## src/assert_macros.svh

```systemverilog
// Assertion helpers for the height-to-grayscale block.
`ifndef ASSERT_MACROS_SVH
`define ASSERT_MACROS_SVH

// Same-cycle implication, checked out of reset.
`define ASSERT_IMPL(lbl, clk, rstn, ante, cons) \
    lbl: assert property (@(posedge clk) disable iff (!(rstn)) (ante) |-> (cons)) \
        else $error("same-cycle check failed");

// Next-cycle implication, checked out of reset.
`define ASSERT_NEXT(lbl, clk, rstn, ante, cons) \
    lbl: assert property (@(posedge clk) disable iff (!(rstn)) (ante) |=> (cons)) \
        else $error("next-cycle check failed");

`endif

```

## src/hgr_pkg.sv

```systemverilog
// ----------------------------------------------------------------------------
// hgr_pkg
// Types and constants shared by the height-to-grayscale controller, datapath
// and top level.
// ----------------------------------------------------------------------------
package hgr_pkg;

    localparam int DEFAULT_MAX_WIDTH  = 4096;
    localparam int DEFAULT_MAX_HEIGHT = 4096;

    localparam int SAMPLE_W  = 32;   // Q16.16 sample and level width
    localparam int SIZE_W    = 13;   // width / height register width
    localparam int SHIFT_W   = 12;   // column shift register width
    localparam int INDEX_W   = 24;
    localparam int VALUE_W   = 16;
    localparam int CFG_IDX_W = 4;
    localparam int SIZE_CAP  = (1 << SIZE_W) - 1;

    localparam int FULL_8  = 255;
    localparam int FULL_16 = 65535;

    // one quotient bit per divider step
    localparam int DIV_STEPS = 16;
    localparam int STEP_W    = 4;

    typedef enum logic [CFG_IDX_W-1:0] {
        REG_WIDTH  = 4'd0,
        REG_HEIGHT = 4'd1,
        REG_DEPTH  = 4'd2,
        REG_FLIPC  = 4'd3,
        REG_FLIPR  = 4'd4,
        REG_SHIFT  = 4'd5,
        REG_MIN    = 4'd6,
        REG_MAX    = 4'd7
    } cfg_reg_t;

    typedef enum logic [1:0] {
        ST_IDLE,
        ST_DIV,
        ST_MAP,
        ST_EMIT
    } ctrl_state_t;

    typedef enum logic [1:0] {
        VAL_QUOT,
        VAL_ZERO,
        VAL_FULL
    } val_sel_t;

    typedef struct packed {
        logic              load;
        logic              step;
        logic [STEP_W-1:0] step_idx;
        logic              map;
        logic              emit;
    } hgr_cmd_t;

    typedef struct packed {
        logic out_free;
    } hgr_status_t;

endpackage

```

## src/hgr_ctrl.sv

```systemverilog
// ----------------------------------------------------------------------------
// hgr_ctrl
// Sequencer: accept a sample, run the divider steps, map the address, then
// hand the result to the output register when it is free.
// ----------------------------------------------------------------------------
module hgr_ctrl (
    input  logic                aclk,
    input  logic                aresetn,
    input  logic                s_tvalid,
    output logic                s_tready,
    input  hgr_pkg::hgr_status_t status,
    output hgr_pkg::hgr_cmd_t   cmd
);

    hgr_pkg::ctrl_state_t            state_reg, state_next;
    logic [hgr_pkg::STEP_W-1:0]      step_reg, step_next;

    always_ff @(posedge aclk) begin
        if (!aresetn) begin
            state_reg <= hgr_pkg::ST_IDLE;
            step_reg  <= '0;
        end else begin
            state_reg <= state_next;
            step_reg  <= step_next;
        end
    end

    always_comb begin
        state_next   = state_reg;
        step_next    = step_reg;
        s_tready     = 1'b0;
        cmd          = '0;
        cmd.step_idx = step_reg;
        case (state_reg)
            hgr_pkg::ST_IDLE: begin
                s_tready = 1'b1;
                if (s_tvalid) begin
                    cmd.load   = 1'b1;
                    step_next  = '0;
                    state_next = hgr_pkg::ST_DIV;
                end
            end
            hgr_pkg::ST_DIV: begin
                cmd.step = 1'b1;
                if (step_reg == hgr_pkg::STEP_W'(hgr_pkg::DIV_STEPS - 1)) begin
                    state_next = hgr_pkg::ST_MAP;
                end else begin
                    step_next = step_reg + 1'b1;
                end
            end
            hgr_pkg::ST_MAP: begin
                cmd.map    = 1'b1;
                state_next = hgr_pkg::ST_EMIT;
            end
            hgr_pkg::ST_EMIT: begin
                if (status.out_free) begin
                    cmd.emit   = 1'b1;
                    state_next = hgr_pkg::ST_IDLE;
                end
            end
            default: begin
                state_next = hgr_pkg::ST_IDLE;
            end
        endcase
    end

endmodule

```

## src/hgr_datapath.sv

```systemverilog
// ----------------------------------------------------------------------------
// hgr_datapath
// Configuration registers, raster counters, restoring divider for the gray
// level, shift reduction, destination address and output register.
// ----------------------------------------------------------------------------
module hgr_datapath #(
    parameter int MAX_WIDTH  = hgr_pkg::DEFAULT_MAX_WIDTH,
    parameter int MAX_HEIGHT = hgr_pkg::DEFAULT_MAX_HEIGHT
) (
    input  logic                               aclk,
    input  logic                               aresetn,
    input  logic                               cfg_we,
    input  logic [hgr_pkg::CFG_IDX_W-1:0]      cfg_index,
    input  logic [31:0]                        cfg_data,
    input  logic [hgr_pkg::SAMPLE_W-1:0]       sample,
    input  hgr_pkg::hgr_cmd_t                  cmd,
    output hgr_pkg::hgr_status_t               status,
    input  logic                               m_tready,
    output logic                               m_tvalid,
    output logic [hgr_pkg::INDEX_W-1:0]        pixel_index,
    output logic [hgr_pkg::VALUE_W-1:0]        pixel_value,
    output logic                               last_pixel
);

    localparam int SW    = hgr_pkg::SIZE_W;
    localparam int HW    = hgr_pkg::SHIFT_W;
    localparam int WCAP  = (MAX_WIDTH  < hgr_pkg::SIZE_CAP) ? MAX_WIDTH  : hgr_pkg::SIZE_CAP;
    localparam int HCAP  = (MAX_HEIGHT < hgr_pkg::SIZE_CAP) ? MAX_HEIGHT : hgr_pkg::SIZE_CAP;
    localparam int CNT_W = $clog2(WCAP);
    localparam int ROW_W = $clog2(HCAP);
    localparam int MW    = SW + HW;
    localparam int STEP_W_L = hgr_pkg::STEP_W;

    // configuration
    logic [SW-1:0]        width_cfg_reg, height_cfg_reg;
    logic                 depth_reg, flipc_reg, flipr_reg;
    logic [HW-1:0]        shift_cfg_reg;
    logic [31:0]          min_reg, max_reg;

    // raster counters and per-item control
    logic [CNT_W-1:0]     col_cnt_reg, col_cnt_next;
    logic [ROW_W-1:0]     row_cnt_reg, row_cnt_next;
    logic                 out_valid_reg;

    // per-item payload
    logic [CNT_W-1:0]     col_reg;
    logic [ROW_W-1:0]     row_reg;
    logic                 last_reg;
    hgr_pkg::val_sel_t    sel_reg;
    logic [31:0]          r_reg, rem_reg;
    logic [15:0]          nlo_reg, quo_reg;
    logic [HW-1:0]        sm_reg;
    logic [hgr_pkg::INDEX_W-1:0] prod_reg;
    logic [SW-1:0]        x_reg;
    logic [hgr_pkg::VALUE_W-1:0] val_reg;
    logic [hgr_pkg::INDEX_W-1:0] out_index_reg;
    logic [hgr_pkg::VALUE_W-1:0] out_value_reg;
    logic                 out_last_reg;

    logic [SW-1:0]        w_eff, h_eff, col_cl, row_cl, col_ext, row_ext;
    logic signed [32:0]   d_s, r_s;
    logic                 d_pos, r_pos, d_ge_r;
    logic [47:0]          num;
    hgr_pkg::val_sel_t    sel_load;
    logic [32:0]          trial_div;
    logic [STEP_W_L-1:0]  bit_pos;
    logic [MW-1:0]        trial_mod;
    logic [SW:0]          x_sum;
    logic [SW-1:0]        x_wrap, x_dst, y_dst;
    logic [2*SW-1:0]      prod;
    logic [hgr_pkg::VALUE_W-1:0] full_val;

    // effective image size: zero reads as one, large values saturate
    always_comb begin
        if (width_cfg_reg == '0)
            w_eff = SW'(1);
        else if (32'(width_cfg_reg) > 32'(WCAP))
            w_eff = SW'(WCAP);
        else
            w_eff = width_cfg_reg;
        if (height_cfg_reg == '0)
            h_eff = SW'(1);
        else if (32'(height_cfg_reg) > 32'(HCAP))
            h_eff = SW'(HCAP);
        else
            h_eff = height_cfg_reg;
    end

    assign col_ext = SW'(col_cnt_reg);
    assign row_ext = SW'(row_cnt_reg);
    assign col_cl  = (col_ext >= w_eff) ? (w_eff - 1'b1) : col_ext;
    assign row_cl  = (row_ext >= h_eff) ? (h_eff - 1'b1) : row_ext;

    // level arithmetic on the incoming sample
    assign d_s    = {sample[31], sample} - {min_reg[31], min_reg};
    assign r_s    = {max_reg[31], max_reg} - {min_reg[31], min_reg};
    assign d_pos  = !d_s[32] && (d_s != '0);
    assign r_pos  = !r_s[32] && (r_s != '0);
    assign d_ge_r = d_s[31:0] >= r_s[31:0];
    // d * full as a shift and subtract
    assign num = depth_reg ? ({d_s[31:0], 16'd0} - {16'd0, d_s[31:0]})
                           : ({8'd0, d_s[31:0], 8'd0} - {16'd0, d_s[31:0]});

    always_comb begin
        if (!r_pos)
            sel_load = hgr_pkg::VAL_FULL;
        else if (!d_pos)
            sel_load = hgr_pkg::VAL_ZERO;
        else if (d_ge_r)
            sel_load = hgr_pkg::VAL_FULL;
        else
            sel_load = hgr_pkg::VAL_QUOT;
    end

    // d < r here, so the quotient fits in 16 bits and num >> 16 starts below r
    assign trial_div = {rem_reg, nlo_reg[15]};
    assign bit_pos   = STEP_W_L'(HW - 1) - cmd.step_idx;
    assign trial_mod = MW'(w_eff) << bit_pos;

    // destination address
    assign x_sum  = {1'b0, SW'(col_reg)} + {1'b0, SW'(sm_reg)};
    assign x_wrap = (x_sum >= {1'b0, w_eff}) ? SW'(x_sum - {1'b0, w_eff}) : x_sum[SW-1:0];
    assign x_dst  = flipc_reg ? (w_eff - 1'b1 - x_wrap) : x_wrap;
    assign y_dst  = flipr_reg ? (h_eff - 1'b1 - SW'(row_reg)) : SW'(row_reg);
    assign prod   = y_dst * w_eff;

    assign full_val = depth_reg ? hgr_pkg::VALUE_W'(hgr_pkg::FULL_16)
                                : hgr_pkg::VALUE_W'(hgr_pkg::FULL_8);

    // raster advance after the current pixel
    always_comb begin
        col_cnt_next = col_cnt_reg;
        row_cnt_next = row_cnt_reg;
        if (cmd.emit) begin
            if (SW'(col_reg) + 1'b1 >= w_eff) begin
                col_cnt_next = '0;
                row_cnt_next = (SW'(row_reg) + 1'b1 >= h_eff) ? '0 : row_reg + 1'b1;
            end else begin
                col_cnt_next = col_reg + 1'b1;
                row_cnt_next = row_reg;
            end
        end
    end

    always_ff @(posedge aclk) begin
        if (!aresetn) begin
            width_cfg_reg  <= SW'(1);
            height_cfg_reg <= SW'(1);
            depth_reg      <= 1'b0;
            flipc_reg      <= 1'b0;
            flipr_reg      <= 1'b0;
            shift_cfg_reg  <= '0;
            min_reg        <= 32'd0;
            max_reg        <= 32'd65536;
            col_cnt_reg    <= '0;
            row_cnt_reg    <= '0;
            out_valid_reg  <= 1'b0;
        end else begin
            if (cfg_we) begin
                case (cfg_index)
                    hgr_pkg::REG_WIDTH:  width_cfg_reg  <= cfg_data[SW-1:0];
                    hgr_pkg::REG_HEIGHT: height_cfg_reg <= cfg_data[SW-1:0];
                    hgr_pkg::REG_DEPTH:  depth_reg      <= cfg_data[0];
                    hgr_pkg::REG_FLIPC:  flipc_reg      <= cfg_data[0];
                    hgr_pkg::REG_FLIPR:  flipr_reg      <= cfg_data[0];
                    hgr_pkg::REG_SHIFT:  shift_cfg_reg  <= cfg_data[HW-1:0];
                    hgr_pkg::REG_MIN:    min_reg        <= cfg_data;
                    hgr_pkg::REG_MAX:    max_reg        <= cfg_data;
                    default: ;
                endcase
            end
            col_cnt_reg <= col_cnt_next;
            row_cnt_reg <= row_cnt_next;
            if (cmd.emit)
                out_valid_reg <= 1'b1;
            else if (m_tready)
                out_valid_reg <= 1'b0;
        end
    end

    always_ff @(posedge aclk) begin
        if (cmd.load) begin
            col_reg  <= col_cl[CNT_W-1:0];
            row_reg  <= row_cl[ROW_W-1:0];
            last_reg <= (col_cl == w_eff - 1'b1) && (row_cl == h_eff - 1'b1);
            sel_reg  <= sel_load;
            r_reg    <= r_s[31:0];
            rem_reg  <= num[47:16];
            nlo_reg  <= num[15:0];
            quo_reg  <= '0;
            sm_reg   <= shift_cfg_reg;
        end
        if (cmd.step) begin
            nlo_reg <= {nlo_reg[14:0], 1'b0};
            if (trial_div >= {1'b0, r_reg}) begin
                rem_reg <= 32'(trial_div - {1'b0, r_reg});
                quo_reg <= {quo_reg[14:0], 1'b1};
            end else begin
                rem_reg <= trial_div[31:0];
                quo_reg <= {quo_reg[14:0], 1'b0};
            end
            // restoring reduction of the shift modulo the width, high bit first
            if (cmd.step_idx < STEP_W_L'(HW) && MW'(sm_reg) >= trial_mod)
                sm_reg <= sm_reg - trial_mod[HW-1:0];
        end
        if (cmd.map) begin
            prod_reg <= prod[hgr_pkg::INDEX_W-1:0];
            x_reg    <= x_dst;
            case (sel_reg)
                hgr_pkg::VAL_FULL: val_reg <= full_val;
                hgr_pkg::VAL_ZERO: val_reg <= '0;
                default:           val_reg <= quo_reg;
            endcase
        end
        if (cmd.emit) begin
            out_index_reg <= prod_reg + hgr_pkg::INDEX_W'(x_reg);
            out_value_reg <= val_reg;
            out_last_reg  <= last_reg;
        end
    end

    assign status.out_free = !out_valid_reg || m_tready;
    assign m_tvalid        = out_valid_reg;
    assign pixel_index     = out_index_reg;
    assign pixel_value     = out_value_reg;
    assign last_pixel      = out_last_reg;

endmodule

```

## src/heightmap_to_grayscale_raster.sv

```systemverilog
// Height samples enter in raster order, one beat per pixel, and each yields one
// output beat carrying the destination index, the gray level and a last-pixel
// flag. From accept a pixel passes through 16 steps of the restoring divider
// (one quotient bit per cycle, the shift reduction runs in the same steps),
// the address multiply and the load of the output register, which waits until
// that register is free; a new sample is taken only after that load. The output
// register lets the next sample in while a finished pixel still waits. The
// configuration port is always ready; write it only between images, with no
// pixel in flight.
// ----------------------------------------------------------------------------
// heightmap_to_grayscale_raster
// Min-max normalization of a Q16.16 height raster to 8- or 16-bit grayscale
// with column rotation and optional flips.
// ----------------------------------------------------------------------------
`include "assert_macros.svh"

module heightmap_to_grayscale_raster #(
    parameter int MAX_WIDTH  = hgr_pkg::DEFAULT_MAX_WIDTH,
    parameter int MAX_HEIGHT = hgr_pkg::DEFAULT_MAX_HEIGHT
) (
    input  logic                          aclk,
    input  logic                          aresetn,
    // configuration write channel
    input  logic                          cfg_valid,
    output logic                          cfg_ready,
    input  logic [hgr_pkg::CFG_IDX_W-1:0] cfg_index,
    input  logic [31:0]                   cfg_data,
    // sample stream
    input  logic                          s_tvalid,
    output logic                          s_tready,
    input  logic [31:0]                   s_tdata,   // [31:0] height_sample
    // pixel stream
    output logic                          m_tvalid,
    input  logic                          m_tready,
    output logic [39:0]                   m_tdata,   // [23:0] pixel_index, [39:24] pixel_value
    output logic                          m_tlast    // last_pixel
);

    hgr_pkg::hgr_cmd_t           cmd;
    hgr_pkg::hgr_status_t        status;
    logic [hgr_pkg::INDEX_W-1:0] pixel_index;
    logic [hgr_pkg::VALUE_W-1:0] pixel_value;

    assign cfg_ready = 1'b1;

    hgr_ctrl u_ctrl (
        .aclk     (aclk),
        .aresetn  (aresetn),
        .s_tvalid (s_tvalid),
        .s_tready (s_tready),
        .status   (status),
        .cmd      (cmd)
    );

    hgr_datapath #(
        .MAX_WIDTH  (MAX_WIDTH),
        .MAX_HEIGHT (MAX_HEIGHT)
    ) u_datapath (
        .aclk        (aclk),
        .aresetn     (aresetn),
        .cfg_we      (cfg_valid && cfg_ready),
        .cfg_index   (cfg_index),
        .cfg_data    (cfg_data),
        .sample      (s_tdata),
        .cmd         (cmd),
        .status      (status),
        .m_tready    (m_tready),
        .m_tvalid    (m_tvalid),
        .pixel_index (pixel_index),
        .pixel_value (pixel_value),
        .last_pixel  (m_tlast)
    );

    assign m_tdata = {pixel_value, pixel_index};

    // one sample in flight: no accept right after an accept
    `ASSERT_NEXT(a_busy_after_accept, aclk, aresetn, s_tvalid && s_tready, !s_tready)
    // the output register is only loaded when it is empty or draining
    `ASSERT_IMPL(a_emit_when_free, aclk, aresetn, cmd.emit, !m_tvalid || m_tready)
    // a loaded result is presented on the next cycle
    `ASSERT_NEXT(a_emit_shows, aclk, aresetn, cmd.emit, m_tvalid)

endmodule
```

## config.mk

```make
export PLATFORM = sky130hd
export DESIGN_NAME = heightmap_to_grayscale_raster
export DESIGN_NICKNAME = d
export VERILOG_FILES = /design/src/hgr_pkg.sv /design/src/hgr_ctrl.sv /design/src/hgr_datapath.sv /design/src/heightmap_to_grayscale_raster.sv
export VERILOG_INCLUDE_DIRS = /design/src /design/src/src
export SDC_FILE = /design/constraint.sdc
export NUM_CORES = 2
export LEC_CHECK = 0
export BUFFER_PORTS_ARGS = -buffer_cell sky130_fd_sc_hd__buf_2
export CAP_MARGIN = 20
export CORE_MARGIN = 2
export CORE_UTILIZATION = 50
export DETAILED_ROUTE_END_ITERATION = 10
export GPL_TIMING_DRIVEN = 0
export PLACE_DENSITY = 0.65
export SLEW_MARGIN = 40
export SYNTH_ARGS = -nofsm -noshare
export SYNTH_HDL_FRONTEND = slang
export SYNTH_HIERARCHICAL = 1
export SYNTH_SLANG_ARGS = --single-unit
```

## constraint.sdc

```tcl
create_clock -name aclk -period 8.1 [get_ports aclk]
set_input_delay 0.81 -clock aclk [delete_from_list [all_inputs] [get_ports aclk]]
set_output_delay 0.81 -clock aclk [all_outputs]
set_load 0.02 [all_outputs]
```

==> key figures <==
GRT
  – GRT overflow: 0
  – Pin count of the biggest net entering global routing: 39
  – Vias in the first global route: 28.3k
  – Global-route wire length before repair: 160000 um
  – Gr usage total: 28.5%
  – Initial antenna violation count: 2

Routing
  – Average wire per standard cell: 20.0 um
  – Total number of vias: 30.4k
  – DRC viols: 0
  – Final ANT Viol Nets: 0
  – Drt first-iter violations: 2489
  – TritonRoute pass-1 iters: 5
  – Vias/cell: 5.81
  – Routed Wire Length: 104000 um

Critical path
  – Crit Path Max Fanout: 4
  – Crit Path Class: reg -> reg
  – Top cell by count, worst path: fa_1
  – CP peak stage delay: 0.56 ns
  – Crit path arrival time: 8.38 ns
  – Crit. End Element: flop
  – CP Launch Type: flop
  – Critical Path RT: 8.43 ns
  – CP max stage cell: fa_1

Logic synthesis
  – Synth cell types: 92
  – Cells after synthesis: 4065
  – Avg Cell Area, Syn: 8.59 sq um
  – Warnings, synthesis: 6
  – Post-synthesis register bit count: 365
  – Yosys top cell area share: 18.6%
  – Post-synthesis compound-gate area fraction: 18.9%
  – Count leader, synth: nand2_1
  – Adder-cell area share of the yosys netlist: 20.4%
  – Post-Syn Area: 34900 sq um
  – Largest area contributor in the netlist: edfxtp_1
  – EDFF count, synth: 216
  – FFs w/ async S/R, synth: 0%
  – Synth Area in Simple Gates: 17.4%
  – Main flop type after synthesis: edfxtp_1
  – Area contributors post-synth: edfxtp_1 (19%), ha_1 (13%), dfxtp_1 (8.5%)
  – Mux share of post-synthesis cell area: 3.25%
  – Top cells by count, synth: nand2_1 (464), inv_1 (409), ha_1 (364)
  – Post-synthesis sequential area ratio: 27.1%
  – Syn nets: 4631
  – Largest family of logic cells by synthesized area: adder cells
  – Xor and xnor area share after synthesis: 6.74%

Floorplan
  – IO Pins: 117
  – Initial Util: 50.8%
  – Placeable core area: 68800 sq um
  – Die width: 268 um
  – Cell Rows: 96
  – DIE AREA: 72000 sq um
  – Die Ht: 268 um

STA
  – Fin crit share: 99.4%
  – # setup viols final: 0
  – Max-slew violation count: 0
  – Max Freq: 124 MHz
  – Endpoints failing hold: 0
  – Worst clock skew: 0.0321 ns
  – Setup_tns: 0 ns
  – Slew headroom: 30.7%
  – Hold Slack: 0.418 ns
  – Tightest Pin Transition: 1.03 ns
  – RSZ-0062 raised after global routing: yes
  – Period minus WS final: 8.05 ns

Cells and area
  – Final core occ: 57.0%
  – Fill cells: 6365
  – Final #Nets: 4831
  – Synth-to-Final Area Change: 12.4%
  – Register area: 9480 sq um
  – ANT cells: 0
  – Share of layout cells above drive strength 1: 10.1%
  – Area of the multi-input gates: 24000 sq um

CTS
  – Clock buffer depth: 3
  – CTS tree: built
  – Clk_lat worst skew: 0.61 ns
  – Clock Tree Root: clkbuf_16
  – Clock sinks: 365
  – Post-CTS Hold Fix Bufs: 0
  – Num CTS Buffers: 44
  – H-tree depth: 2
  – Clk pin slew, worst setup/hold paths: 0.06 ns

Pwr
  – Worst VDD drop: 188 uV
  – Leak: 16.6 nW
  – Cell Pwr Density: 268 nW/um^2

Job
  – Max-cap violations: 0

Place
  – DP HPWL: 82400 um
  – Port buffer count: 112
  – Gpl congestion: 0.963

Worst hold path
  – Hold WC Path Type: reg -> reg

Outcome
  – Status: finished clean
==> layout make-up <==
cell class                      count  share of cell area, %
Buffer                            152                   1.61
Tap cell                          931                   2.97
Sequential cell                   365                   24.2
Timing Repair Buffer              155                   2.42
Inverter                          419                   4.02
Clock buffer                       56                   3.10
Clock inverter                     24                  0.631
Multi-Input combinational cell   3128                   61.1
==> power by group <==
group	total [W]	switching [W]	internal, W
registers	0.00287	0.000252	0.00262
logic	0.00566	0.00340	0.00225
clock network	0.00201	0.000869	0.00114
==> cell families after synthesis <==
kind of cell               count (synthesis)
adders and majority gates                493
other                                      1
AOI/OAI and AO/OA                        989
and+or+nand+nor                         1266
xor gates and xnor gates                 269
DFF                                      365
muxes                                    110
buffers and inverters                    572
==> path summary, 6_finish.rpt <==
kind	from	to	slack (ns)	depth (start not counted)
min reg2reg	u_datapath/val_reg[4]	u_datapath/pixel_value[4]	0.42	0
max reg2reg	u_datapath/height_cfg_reg[2]	u_datapath/prod_reg[20]	0.05	36
max	u_datapath/height_cfg_reg[2]	u_datapath/prod_reg[20]	0.05	36
min	u_datapath/val_reg[4]	u_datapath/pixel_value[4]	0.42	0
==> critical path: cells and delay by family (launching register included) <==
kind            cells  cell delay (ns)
fa+ha+maj           8             3.39
compound gates     11             1.92
simple gates        9             1.35
flops               1             0.35
xor+xnor            2             0.28
mux                 1             0.24
buf+inv             5             0.23
==> stage by stage <==
step / area, sq um / instances / setup WS, ns / total power [W]
floorplan: 34900 / 4065 / 0.0105 / 0.00681
finish: 39300 / 5230 / 0.0479 / 0.0105
global route: 39300 / 5230 / -0.272 / 0.0113
CTS: 38700 / 5208 / 0.00993 / 0.0104
global placement: 36700 / 5108 / -1.39 / 0.00819
detailed placement: 36900 / 5113 / -1.38 / 0.00827
==> placed cells by master, fill, tap and decap left out, types with 77 or more instances in the layout <==
cell	count
fa_1	127
ha_1	351
xor2_1	80
nor2b_1	97
a21oi_1	197
inv_1	401
clkbuf_1	136
mux2i_1	77
edfxtp_1	216
o21ai_0	181
a21boi_0	105
dfxtp_1	143
nand2_1	458
nor2_1	247
xnor2_1	172
nand3_1	85
buf_2	116
a21o_1	107
==> routing by layer <==
| layer | vias to the layer above | part of all wire (%) | GRT usage (%) |
|---|---|---|---|
| met2 | 1059 | 43 | 42.7 |
| li1 | 14700 | - | - |
| met3 | 171 | 7.4 | 4.80 |
| met4 | 2 | 3.1 | 9.51 |
| met1 | 14400 | 46 | 41.5 |
| met5 | - | 0.012 | 0 |
==> timing repair <==
item                       4_1_cts  5_1_grt
setup endpoints to repair       14       11
gates resized for setup         67       93
cloned                           0        0
buffers inserted                17       23
pin swaps                       11       64
No activity file was read; power rests on OpenSTA's default activity.
